**src/hdl/btha_pkg.sv**
```systemverilog
// Shared types and constants for the boundary-tag heap allocator.
// No dependencies; imported by the controller and the datapath.
`timescale 1ns / 1ps
`default_nettype none

package btha_pkg;

  localparam int HEADER_BYTES = 3;
  localparam int CFG_W        = 11;
  localparam int DSIZE_W      = 10;
  localparam int ADDR_W       = 10;
  localparam int FSIZE_W      = 11;
  localparam int TDATA_W      = 24;
  localparam int MIN_RESET    = 16;

  typedef enum logic [1:0] {
    ST_OK,
    ST_NO_MEMORY,
    ST_NOT_ALLOCATED
  } status_t;

  typedef enum logic [3:0] {
    OP_IDLE,
    OP_CLEAR,
    OP_LOAD,
    OP_WALK,
    OP_RM1,
    OP_RM2,
    OP_SPLIT,
    OP_PUSH1,
    OP_PUSH2,
    OP_AMARK,
    OP_FHDR,
    OP_FRIGHT,
    OP_FTAG,
    OP_FLEFT,
    OP_FLEFTM,
    OP_DONE
  } op_t;

  typedef struct packed {
    op_t op;
  } cmd_t;

  typedef struct packed {
    logic clr_last;
    logic in_kind;
    logic kind;
    logic head_nil;
    logic start_bad;
    logic fit;
    logic walk_stop;
    logic mark_set;
    logic right_ok;
    logic start_zero;
    logic left_ok;
    logic rest_small;
    logic out_free;
  } flags_t;

endpackage

`default_nettype wire

```
**src/hdl/btha_ctrl.sv**
```systemverilog
// Heap allocator sequencer: walks allocate and free requests one step
// per cycle unless stalled. Uses btha_pkg; drives btha_dp by command.
`timescale 1ns / 1ps
`default_nettype none

module btha_ctrl (
  input  wire              clk,
  input  wire              rst,
  input  wire              s_tvalid,
  output logic             s_tready,
  input  btha_pkg::flags_t flags,
  output btha_pkg::cmd_t   cmd
);
  import btha_pkg::*;

  typedef enum logic [3:0] {
    S_CLEAR, S_IDLE, S_WALK, S_RM1, S_RM2, S_SPLIT, S_PUSH1, S_PUSH2,
    S_AMARK, S_FHDR, S_FRIGHT, S_FTAG, S_FLEFT, S_FLEFTM, S_DONE
  } state_t;

  typedef enum logic [1:0] {RET_SPLIT, RET_FTAG, RET_PUSH} ret_t;

  state_t state;
  ret_t   ret;

  assign s_tready = (state == S_IDLE);

  always_comb begin
    unique case (state)
      S_CLEAR:  cmd.op = OP_CLEAR;
      S_IDLE:   cmd.op = s_tvalid ? OP_LOAD : OP_IDLE;
      S_WALK:   cmd.op = OP_WALK;
      S_RM1:    cmd.op = OP_RM1;
      S_RM2:    cmd.op = OP_RM2;
      S_SPLIT:  cmd.op = OP_SPLIT;
      S_PUSH1:  cmd.op = OP_PUSH1;
      S_PUSH2:  cmd.op = OP_PUSH2;
      S_AMARK:  cmd.op = OP_AMARK;
      S_FHDR:   cmd.op = OP_FHDR;
      S_FRIGHT: cmd.op = OP_FRIGHT;
      S_FTAG:   cmd.op = OP_FTAG;
      S_FLEFT:  cmd.op = OP_FLEFT;
      S_FLEFTM: cmd.op = OP_FLEFTM;
      S_DONE:   cmd.op = OP_DONE;
      default:  cmd.op = OP_IDLE;
    endcase
  end

  always_ff @(posedge clk) begin
    if (rst) begin
      state <= S_CLEAR;
      ret   <= RET_SPLIT;
    end else begin
      unique case (state)
        S_CLEAR: if (flags.clr_last) state <= S_IDLE;
        S_IDLE: begin
          if (s_tvalid) begin
            if (!flags.in_kind) state <= flags.head_nil ? S_DONE : S_WALK;
            else                state <= flags.start_bad ? S_DONE : S_FHDR;
          end
        end
        S_WALK: begin
          if (flags.fit) begin
            ret   <= RET_SPLIT;
            state <= S_RM1;
          end else if (flags.walk_stop) begin
            state <= S_DONE;
          end
        end
        S_RM1: state <= S_RM2;
        S_RM2: begin
          unique case (ret)
            RET_SPLIT: state <= S_SPLIT;
            RET_FTAG:  state <= S_FTAG;
            default:   state <= S_PUSH1;
          endcase
        end
        S_SPLIT: state <= flags.rest_small ? S_AMARK : S_PUSH1;
        S_PUSH1: state <= S_PUSH2;
        S_PUSH2: state <= flags.kind ? S_DONE : S_AMARK;
        S_AMARK: state <= S_DONE;
        S_FHDR: begin
          if (!flags.mark_set)    state <= S_DONE;
          else if (flags.right_ok) state <= S_FRIGHT;
          else                    state <= S_FTAG;
        end
        S_FRIGHT: begin
          if (!flags.mark_set) begin
            ret   <= RET_FTAG;
            state <= S_RM1;
          end else begin
            state <= S_FTAG;
          end
        end
        S_FTAG:  state <= flags.start_zero ? S_PUSH1 : S_FLEFT;
        S_FLEFT: state <= flags.left_ok ? S_FLEFTM : S_PUSH1;
        S_FLEFTM: begin
          if (!flags.mark_set) begin
            ret   <= RET_PUSH;
            state <= S_RM1;
          end else begin
            state <= S_PUSH1;
          end
        end
        S_DONE: if (flags.out_free) state <= S_IDLE;
        default: state <= S_IDLE;
      endcase
    end
  end

endmodule

`default_nettype wire

```
**config.mk**
```make
export PLATFORM = sky130hd
export DESIGN_NAME = btha_ctrl
export DESIGN_NICKNAME = d
export VERILOG_FILES = /design/src/hdl/btha_pkg.sv /design/src/hdl/btha_ctrl.sv
export SDC_FILE = /design/constraint.sdc
export NUM_CORES = 1
export LEC_CHECK = 0
export BUFFER_PORTS_ARGS = -buffer_cell sky130_fd_sc_hd__buf_2
export CAP_MARGIN = 25
export CORE_MARGIN = 8
export CORE_UTILIZATION = 55
export CTS_CLUSTER_DIAMETER = 100
export DETAILED_ROUTE_END_ITERATION = 7
export MAX_ROUTING_LAYER = met4
export PLACE_DENSITY = 0.87
export REMOVE_ABC_BUFFERS = 1
export SLEW_MARGIN = 5
export SYNTH_ARGS = -nofsm -noshare
export SYNTH_HDL_FRONTEND = slang
export SYNTH_SLANG_ARGS = --single-unit
```
**constraint.sdc**
```tcl
create_clock -name clk -period 4.6 [get_ports clk]
set_clock_uncertainty 0.2 [all_clocks]
set_input_delay 0.69 -clock clk [delete_from_list [all_inputs] [get_ports clk]]
set_output_delay 0.69 -clock clk [all_outputs]
set_load 0.05 [all_outputs]
```
==> results of run 1 <==
[kinds of logic (layout without fill, tap and decap cells)]
| kind of cell | Yosys count | in the layout | share of synthesized area (%) |
|---|---|---|---|
| AND/OR/NAND/NOR | 42 | 42 | 32.1 |
| AO/OA/AOI/OAI | 41 | 41 | 39.4 |
| buffers and inverters | 12 | 28 | 9.25 |
| flip-flops | 6 | 6 | 15.6 |
| XOR/XNOR | 2 | 2 | 2.27 |
| multiplexers | 1 | 1 | 1.30 |
[final timing paths]
check,startpoint,to,depth (start not counted)
max,state[0],s_tready,3
min,ret[0],ret[0],2
max reg2reg,state[0],state[1],4
min reg2reg,ret[0],ret[0],2
[layer usage]
metal | vias to the layer above | track usage, % | share of wire [%]
met5 | - | - | 0
met2 | 53 | 24.8 | 47
li1 | 430 | - | -
met4 | 0 | 3.36 | 0.92
met1 | 413 | 19.9 | 45
met3 | 6 | 3.08 | 7.1
[sequential cells by signal, summed over array words and instances (netlist names)]
signal / flops
ret: 2
state: 4
[layout make-up]
type                            count  area (um^2)  share of cell area (%)
Sequential cell                     6          120                    14.0
Tap cell                           15         18.8                    2.18
Timing Repair Buffer               20          100                    11.6
Inverter                            5         18.8                    2.18
Multi-Input combinational cell     86          579                    67.4
Clock buffer                        3         22.5                    2.62
[power by group through the flow]
| stage | Sequential, uW | Combinational [uW] | Clock (uW) |
|---|---|---|---|
| final | 103 | 228 | 49.7 |
| after global routing | 108 | 244 | 54.6 |
| after CTS | 101 | 227 | 49.1 |
| after detailed placement | 102 | 225 | 0 |
| after global placement | 101 | 222 | 0 |
| after floorplan | 90.4 | 181 | 0 |
[through the flow]
step	std cells	total power, uW	hold WS, ps	setup WS [ps]	instance area [um^2]
2_1_floorplan	97	271	299	1800	718
3_3_place_gp	132	323	349	2150	837
3_5_place_dp	132	327	357	2110	837
4_1_cts	135	377	361	1840	860
5_1_grt	135	407	386	1730	860
6_report	135	380	378	1830	860
[synthesized netlist by cell type, types with 2 or more instances]
master    n
a211o_1   2
a211oi_1  2
a21o_1    2
a21oi_1   8
a31oi_1   4
buf_2     3
buf_4     2
buf_6     2
dfxtp_1   6
inv_1     3
inv_2     2
nand2_1   5
nand2b_1  8
nand3_1   2
nor2_1    7
nor2b_1   2
nor3_1    4
o211ai_1  2
o21ai_0   4
o21ai_1   2
o32ai_1   2
o32ai_2   2
or3b_1    4
xnor2_1   2
[worst reg2reg max path, cell delays in order (launching register included)]
cell and delay, ps:
dfxtp_1 770, or2b_1 320, a221o_1 300, a211oi_1 330
o32ai_2 140
==> flow_summary_export.csv, run 1 <==
group,metric,value,unit
status,status,"finished, final reports clean",
layout,final_net_count,138,
critical_path,cpPeakStageDelay,770,ps
cts,cts_hold_buf,0,
routing,drt_wl_total,2.07,mm
placement,gp_congestion,0.993,
floorplanning,ios,21,
cts,ctsResizeCount,0,
synthesis,synth_area_per_cell,7.41,um^2
layout,fin_util,66.1,%
synthesis,syn_inst,104,
critical_path,cp-end-kind,"output pin",
synthesis,synth_area_leader_cell,"dfxtp_1",
critical_path,critPathTopFamily,"flip-flops",
placement,dp_hpwl,1.52,mm
timing,rsz0062_at_grt,"false",
floorplanning,start_util,59.2,%
floorplanning,coreArea,0.00130,mm^2
global_routing,grt_pass1_wl,3.46,mm
floorplanning,std_cell_rows,13,
critical_path,cp_max_fo,24,
timing,fin_setup_tns,0,ps
routing,vias,902,
routing,drt_iter0_markers,59,
synthesis,yosys_warnings,0,
cts,cts_tree,"done",
synthesis,syn_area,771,um^2
routing,dr.pass1.iters,4,
synthesis,synth_top_area_share,15.6,%
routing,final_antenna_net_count,0,
timing,worst_pin_slew,740,ps
critical_path,cp_cell_sequence,"or4b_4 -> inv_1 -> buf_2",
timing,period_minus_slack,2770,ps
power,clkPwrFrac,13.1,%
power,p_leak,0.000313,uW
timing,finalMaxSlewViolations,0,
cts,clockRootBuffer,"clkbuf_4",
global_routing,track_usage,15.6,%
cts,clkSinkCount,6,
critical_path,path_buf_inv,2,
placement,io_buffers,20,
power,p_per_area,442,mW/mm^2
cts,cts-buffers-inserted,3,
flow_run,max_cap_viol_count,0,
cts,clk_path_buf_depth,2,
routing,wl_per_cell,15.3,um
timing,setup_viol,0,
floorplanning,die-area,0.00286,mm^2
critical_path,startpoint_type,"flop",
critical_path,crit_slowest_cell,"dfxtp_1",
timing,fin_crit_sh,60.3,%
timing,max_freq,0.361,GHz
critical_path,critPathKind,"flop to output pin",
layout,most-common-layout-cells,"buf_2, nand2b_1, a21oi_1",
layout,layout_commonest_cell,"buf_2",
global_routing,grt_start_max_net_pins,25,
synthesis,ys_ff_latch,6,
routing,via_per_inst,6.68,
floorplanning,die_w,53.4,um
synthesis,synthTopCellsByArea,"dfxtp_1, nand2b_1, a21oi_1",
floorplanning,dieHeight,53.4,um
cts,post_cts_buffers,0,
global_routing,overflow,0,
power,swShare,52.3,%
synthesis,synth-edff-count,0,
synthesis,seq_area_frac_synth,15.6,%
global_routing,grt_pass1_vias,808,
power,p_seq_share,27.1,%
power,p_comb_share,59.8,%
critical_path,rrSetupSlack,2420,ps
synthesis,async_reset_ff_share,0,%
min_path,hold_class,"flop to flop",
routing,drc,0,
layout,drive_above_1_share,25.0,%
power,vdd_ir_drop_max,0.313,mV
cts,clkTransAtPathRegs,50,ps
cts,htreeDepth,1,
critical_path,cp.required,3710,ps
layout,fillers,115,
global_routing,antenna_found_initial,0,
timing,slew_headroom,50.6,%
synthesis,ys.flop_type,"dfxtp_1",
layout,area.growth.synth_to_final,11.5,%
critical_path,crit_arrival,1880,ps
layout,diodes,0,
timing,final_hold_viol_count,0,
synthesis,yosys.cell_types.count,46,
power,switchingPower,199,uW
power,p_int,182,uW
cts,clk_latency,250,ps
No activity file was read; power rests on OpenSTA's default activity.
==> run 2, diff against run 1 <==
ABC_AREA = 1   (was not set)
CORE_UTILIZATION = 45   (was 55)
PLACE_DENSITY = 0.77   (was 0.87)
clock period = 2.3 ns   (was 4.6 ns; I/O delays follow)
==> flow_summary_export.csv, run 2 <==
group,metric,value,unit
status,status,"finished, final reports clean",
layout,area.growth.synth_to_final,17.9,%
global_routing,grt_util_met1,15.5,%
power,swShare,59.9,%
power,p_leak,0.000521,uW
global_routing,track_usage,13.8,%
layout,layout_commonest_cell,"nand2_1",
floorplanning,dieHeight,56.4,um
timing,finalMaxSlewViolations,0,
timing,period_minus_slack,2040,ps
routing,vias,918,
cts,cts-buffers-inserted,3,
routing,drc,0,
placement,dp_hpwl,1.82,mm
cts,clockRootBuffer,"clkbuf_4",
placement,dpl_cell_area,843,um^2
layout,stdcell_area,866,um^2
cts,post_cts_buffers,0,
routing,drt_iter0_markers,35,
placement,io_buffers,20,
global_routing,antenna_found_initial,0,
floorplanning,coreArea,0.00152,mm^2
global_routing,globalRouteMet3Util,2.02,%
cts,clk_path_buf_depth,2,
layout,most-common-layout-cells,"nand2_1, nor2_1, buf_2",
layout,diodes,0,
layout,top_register,"state",
timing,fin_crit_sh,88.9,%
synthesis,synthTopCellsByArea,"nand2_1, dfxtp_1, nor2_1",
synthesis,yosys.cell_types.count,19,
synthesis,yosys_warnings,0,
routing,drt_wl_total,2.15,mm
timing,worst_pin_slew,420,ps
synthesis,ys_ff_latch,6,
synthesis,synth_most_common_cell,"nand2_1",
power,clkPwrFrac,9.8,%
critical_path,cp-end-kind,"output pin",
cts,clkTransAtPathRegs,50,ps
synthesis,ys_top_cells_by_count,"nand2_1, nor2_1, inv_1",
power,p_per_area,1110,mW/mm^2
placement,gp_congestion,0.947,
routing,final_antenna_net_count,0,
synthesis,seq_area_frac_synth,16.4,%
power,switchingPower,574,uW
global_routing,grt_start_max_net_pins,11,
cts,clkSinkCount,6,
power,p_comb_share,71.0,%
cts,ctsResizeCount,0,
global_routing,grt_pass1_wl,3.62,mm
floorplanning,std_cell_rows,14,
synthesis,synth_top_area_share,29.1,%
floorplanning,die_w,56.4,um
power,p_seq_share,19.2,%
synthesis,synth_area_per_cell,5.07,um^2
power,vdd_ir_drop_max,0.635,mV
critical_path,crit_arrival,1500,ps
critical_path,cp_max_fo,10,
cts,cts_tree,"done",
timing,hold_ws,137,ps
timing,slew_headroom,72.0,%
synthesis,async_reset_ff_share,0,%
routing,via_per_inst,5.02,
cts,clk_latency,240,ps
cts,htreeDepth,1,
critical_path,startpoint_type,"flop",
timing,max_freq,0.489,GHz
synthesis,ys.flop_type,"dfxtp_1",
timing,final_hold_viol_count,0,
synthesis,syn_inst,145,
layout,drive_above_1_share,21.6,%
routing,dr.pass1.iters,4,
timing,rsz0062_at_grt,"false",
timing,setup_viol,0,
critical_path,cp.required,1750,ps
min_path,hold_class,"primary input to flop",
global_routing,grt_pass1_vias,836,
layout,largest_reg_flops,4,
power,p_int,384,uW
floorplanning,die-area,0.00318,mm^2
routing,wl_per_cell,11.8,um
floorplanning,start_util,48.2,%
global_routing,use_met2,24.1,%
flow_run,max_cap_viol_count,0,
synthesis,synth-edff-count,0,
floorplanning,ios,21,
global_routing,overflow,0,
layout,final_net_count,185,
synthesis,syn_area,734,um^2
layout,top_regs,"state: 4 flops, ret: 2 flops",
global_routing,grt-busiest-layer,"met2",
critical_path,critPathKind,"flop to output pin",
synthesis,synth_area_leader_cell,"nand2_1",
cts,cts_hold_buf,0,
-- run 2: cell count changes in the layout (fill, tap and decap cells not counted), sizes merged, moves of 4 or more --
| cell | before | now |
|---|---|---|
| a31oi | 4 | 0 |
| inv | 5 | 18 |
| nand2 | 5 | 60 |
| nand2b | 8 | 0 |
| nand3 | 2 | 10 |
| nor2 | 7 | 30 |
| o32ai | 4 | 0 |
| or3b | 4 | 0 |
-- run 2: final timing paths --
| path | to | slack (ps) | depth (start not counted) | startpoint |
|---|---|---|---|---|
| max | cmd[2] | 260 | 5 | state[1] |
| min | state[2] | 140 | 2 | rst |
| max reg2reg | state[1] | 560 | 8 | state[1] |
| min reg2reg | ret[1] | 280 | 2 | ret[1] |
-- run 2: power groups by stage --
stage | combinational, uW | clock, uW | sequential, uW
3_3_place_gp | 675 | 0 | 183
5_1_grt | 753 | 112 | 185
4_1_cts | 680 | 101 | 181
3_5_place_dp | 679 | 0 | 184
6_report | 680 | 94.1 | 183
2_1_floorplan | 535 | 0 | 170
-- run 2: area by class of cell --
class                           instances  area, um^2
Fill cell                             176         658
Multi-Input combinational cell        120         536
Sequential cell                         6         120
Timing Repair Buffer                   20         100
Inverter                               18        67.6
Clock buffer                            3        22.5
Tap cell                               16        20.0
-- run 2: per-layer routing --
metal | up-vias | share of wire (%) | wire (um)
li1 | 496 | - | -
met2 | 30 | 49 | 1050
met4 | 0 | 0.60 | 13
met5 | - | 0 | 0
met1 | 390 | 44 | 937
met3 | 2 | 7.3 | 157
-- run 2: cells by family (layout without fill, tap and decap cells) --
group           Yosys count  count (layout)  share of synthesized area, %
compound gates           15              15                          11.1
flops                     6               6                          16.4
buf+inv                  19              41                          10.7
simple gates            105             105                          61.8
-- run 2: worst max-delay path, cell delays in order (launching register included) --
cell and delay [ps]:
dfxtp_1 570, nand2_1 190, inv_1 110, nand2_1 70
nand2_1 50, buf_2 250
-- run 2: stage by stage --
| stage | std cells | util, % | TNS (ps) | power (uW) | worst slack, ps |
|---|---|---|---|---|---|
| 3_5_place_dp | 180 | 55.3 | 0 | 862 | 539 |
| 5_1_grt | 183 | 56.8 | 0 | 1050 | 127 |
| 6_report | 183 | 56.8 | 0 | 957 | 256 |
| 2_1_floorplan | 144 | - | -78.3 | 706 | -49.8 |
| 3_3_place_gp | 180 | 55.3 | 0 | 858 | 563 |
| 4_1_cts | 183 | 56.8 | 0 | 962 | 263 |
==> run 3, diff against run 2 <==
CORE_UTILIZATION = 54   (was 45)
PLACE_DENSITY = 0.86   (was 0.77)
clock period = 2.5 ns   (was 2.3 ns; I/O delays follow)
==> flow_summary_export.csv, run 3 (synthesis results as in run 2) <==
group,metric,value,unit
status,status,"finished, final reports clean",
routing,drt_wl_total,2.00,mm
layout,layout_commonest_cell,"nand2_1",
critical_path,critPathTopFamily,"flip-flops",
layout,most-common-layout-cells,"nand2_1, nor2_1, buf_2",
routing,drt_iter0_markers,37,
timing,fin_crit_sh,82.9,%
floorplanning,die-area,0.00280,mm^2
timing,setup_viol,0,
timing,fin_setup_tns,0,ps
timing,timing.final.ws_setup,428,ps
critical_path,cpMostUsedCell,"o21ai_0",
cts,htreeDepth,1,
power,p_leak,0.000521,uW
placement,dp_hpwl,1.76,mm
min_path,hold_class,"primary input to flop",
critical_path,critPathKind,"flop to output pin",
cts,cts_tree,"done",
layout,diodes,0,
placement,io_buffers,20,
global_routing,antenna_found_initial,0,
placement,pre_cts_ws,699,ps
layout,top_regs,"state: 4 flops, ret: 2 flops",
critical_path,crit_arrival,1500,ps
routing,final_antenna_net_count,0,
floorplanning,std_cell_rows,13,
routing,vias,919,
timing,worst_pin_slew,420,ps
floorplanning,coreArea,0.00128,mm^2
global_routing,grt_pass1_wl,3.44,mm
timing,final_hold_viol_count,0,
cts,clkTransAtPathRegs,40,ps
timing,period_minus_slack,2070,ps
floorplanning,start_util,57.2,%
layout,top_register,"state",
critical_path,cpPeakStageDelay,570,ps
cts,clk_path_buf_depth,2,
critical_path,cp_cell_sequence,"nand2_1 -> o21ai_0 -> o21ai_0 -> buf_2",
cts,clk_latency,240,ps
timing,rsz0062_at_grt,"false",
layout,area.growth.synth_to_final,17.7,%
cts,clockRootBuffer,"clkbuf_4",
layout,final_net_count,185,
routing,via_per_inst,5.05,
critical_path,path_buf_inv,1,
layout,largest_reg_flops,4,
cts,cts-buffers-inserted,3,
floorplanning,die_w,52.9,um
layout,drive_above_1_share,21.6,%
cts,post_cts_buffers,0,
power,vdd_ir_drop_max,0.637,mV
global_routing,overflow,0,
floorplanning,ios,21,
floorplanning,dieHeight,52.9,um
placement,gp_congestion,0.968,
critical_path,startpoint_type,"flop",
global_routing,track_usage,15.9,%
routing,dr.pass1.iters,4,
cts,ctsResizeCount,0,
routing,wl_per_cell,11.0,um
flow_run,max_cap_viol_count,0,
global_routing,grt_start_max_net_pins,11,
critical_path,crit_slowest_cell,"dfxtp_1",
timing,max_freq,0.483,GHz
global_routing,grt_pass1_vias,877,
cts,clkSinkCount,6,
cts,cts_hold_buf,0,
critical_path,cp-end-kind,"output pin",
critical_path,cp.required,1920,ps
routing,drc,0,
timing,slew_headroom,71.9,%
power,p_per_area,1010,mW/mm^2
timing,finalMaxSlewViolations,0,
critical_path,cp_max_fo,10,
[run 3: cell counts in the layout (fill, tap and decap cells not counted)]
Identical to the previous run, type by type.
[run 3: path summary, 6_finish.rpt]
check | start | cells past startpoint | end | slack (ps)
max | state[1] | 4 | cmd[3] | 430
min | rst | 2 | state[1] | 160
max reg2reg | state[1] | 7 | state[0] | 830
min reg2reg | ret[1] | 2 | ret[1] | 270
[run 3: layout make-up]
class                           instances  area [um^2]
Multi-Input combinational cell        120          536
Fill cell                             130          420
Sequential cell                         6          120
Timing Repair Buffer                   20          100
Inverter                               18         67.6
Clock buffer                            3         22.5
Tap cell                               15         18.8
[run 3: layer usage]
metal  routed length, um  track usage [%]
met4                  30             6.03
met2                 985             27.7
met3                 168             1.96
met5                   0                -
met1                 817             17.9
[run 3: per-stage QoR]
step	hold slack (ps)	power, uW	cells	utilization (%)	area (um^2)
2_1_floorplan	242	649	144	-	723
3_3_place_gp	259	784	179	65.5	842
3_5_place_dp	270	789	179	65.5	842
4_1_cts	155	875	182	67.3	865
5_1_grt	171	954	182	67.3	865
6_report	160	875	182	67.3	865
[run 3: power breakdown]
| group | switching, uW | total (uW) | internal (uW) |
|---|---|---|---|
| sequential | 48.4 | 168 | 120 |
| combinational | 444 | 623 | 179 |
| clock | 29.7 | 83.7 | 53.9 |
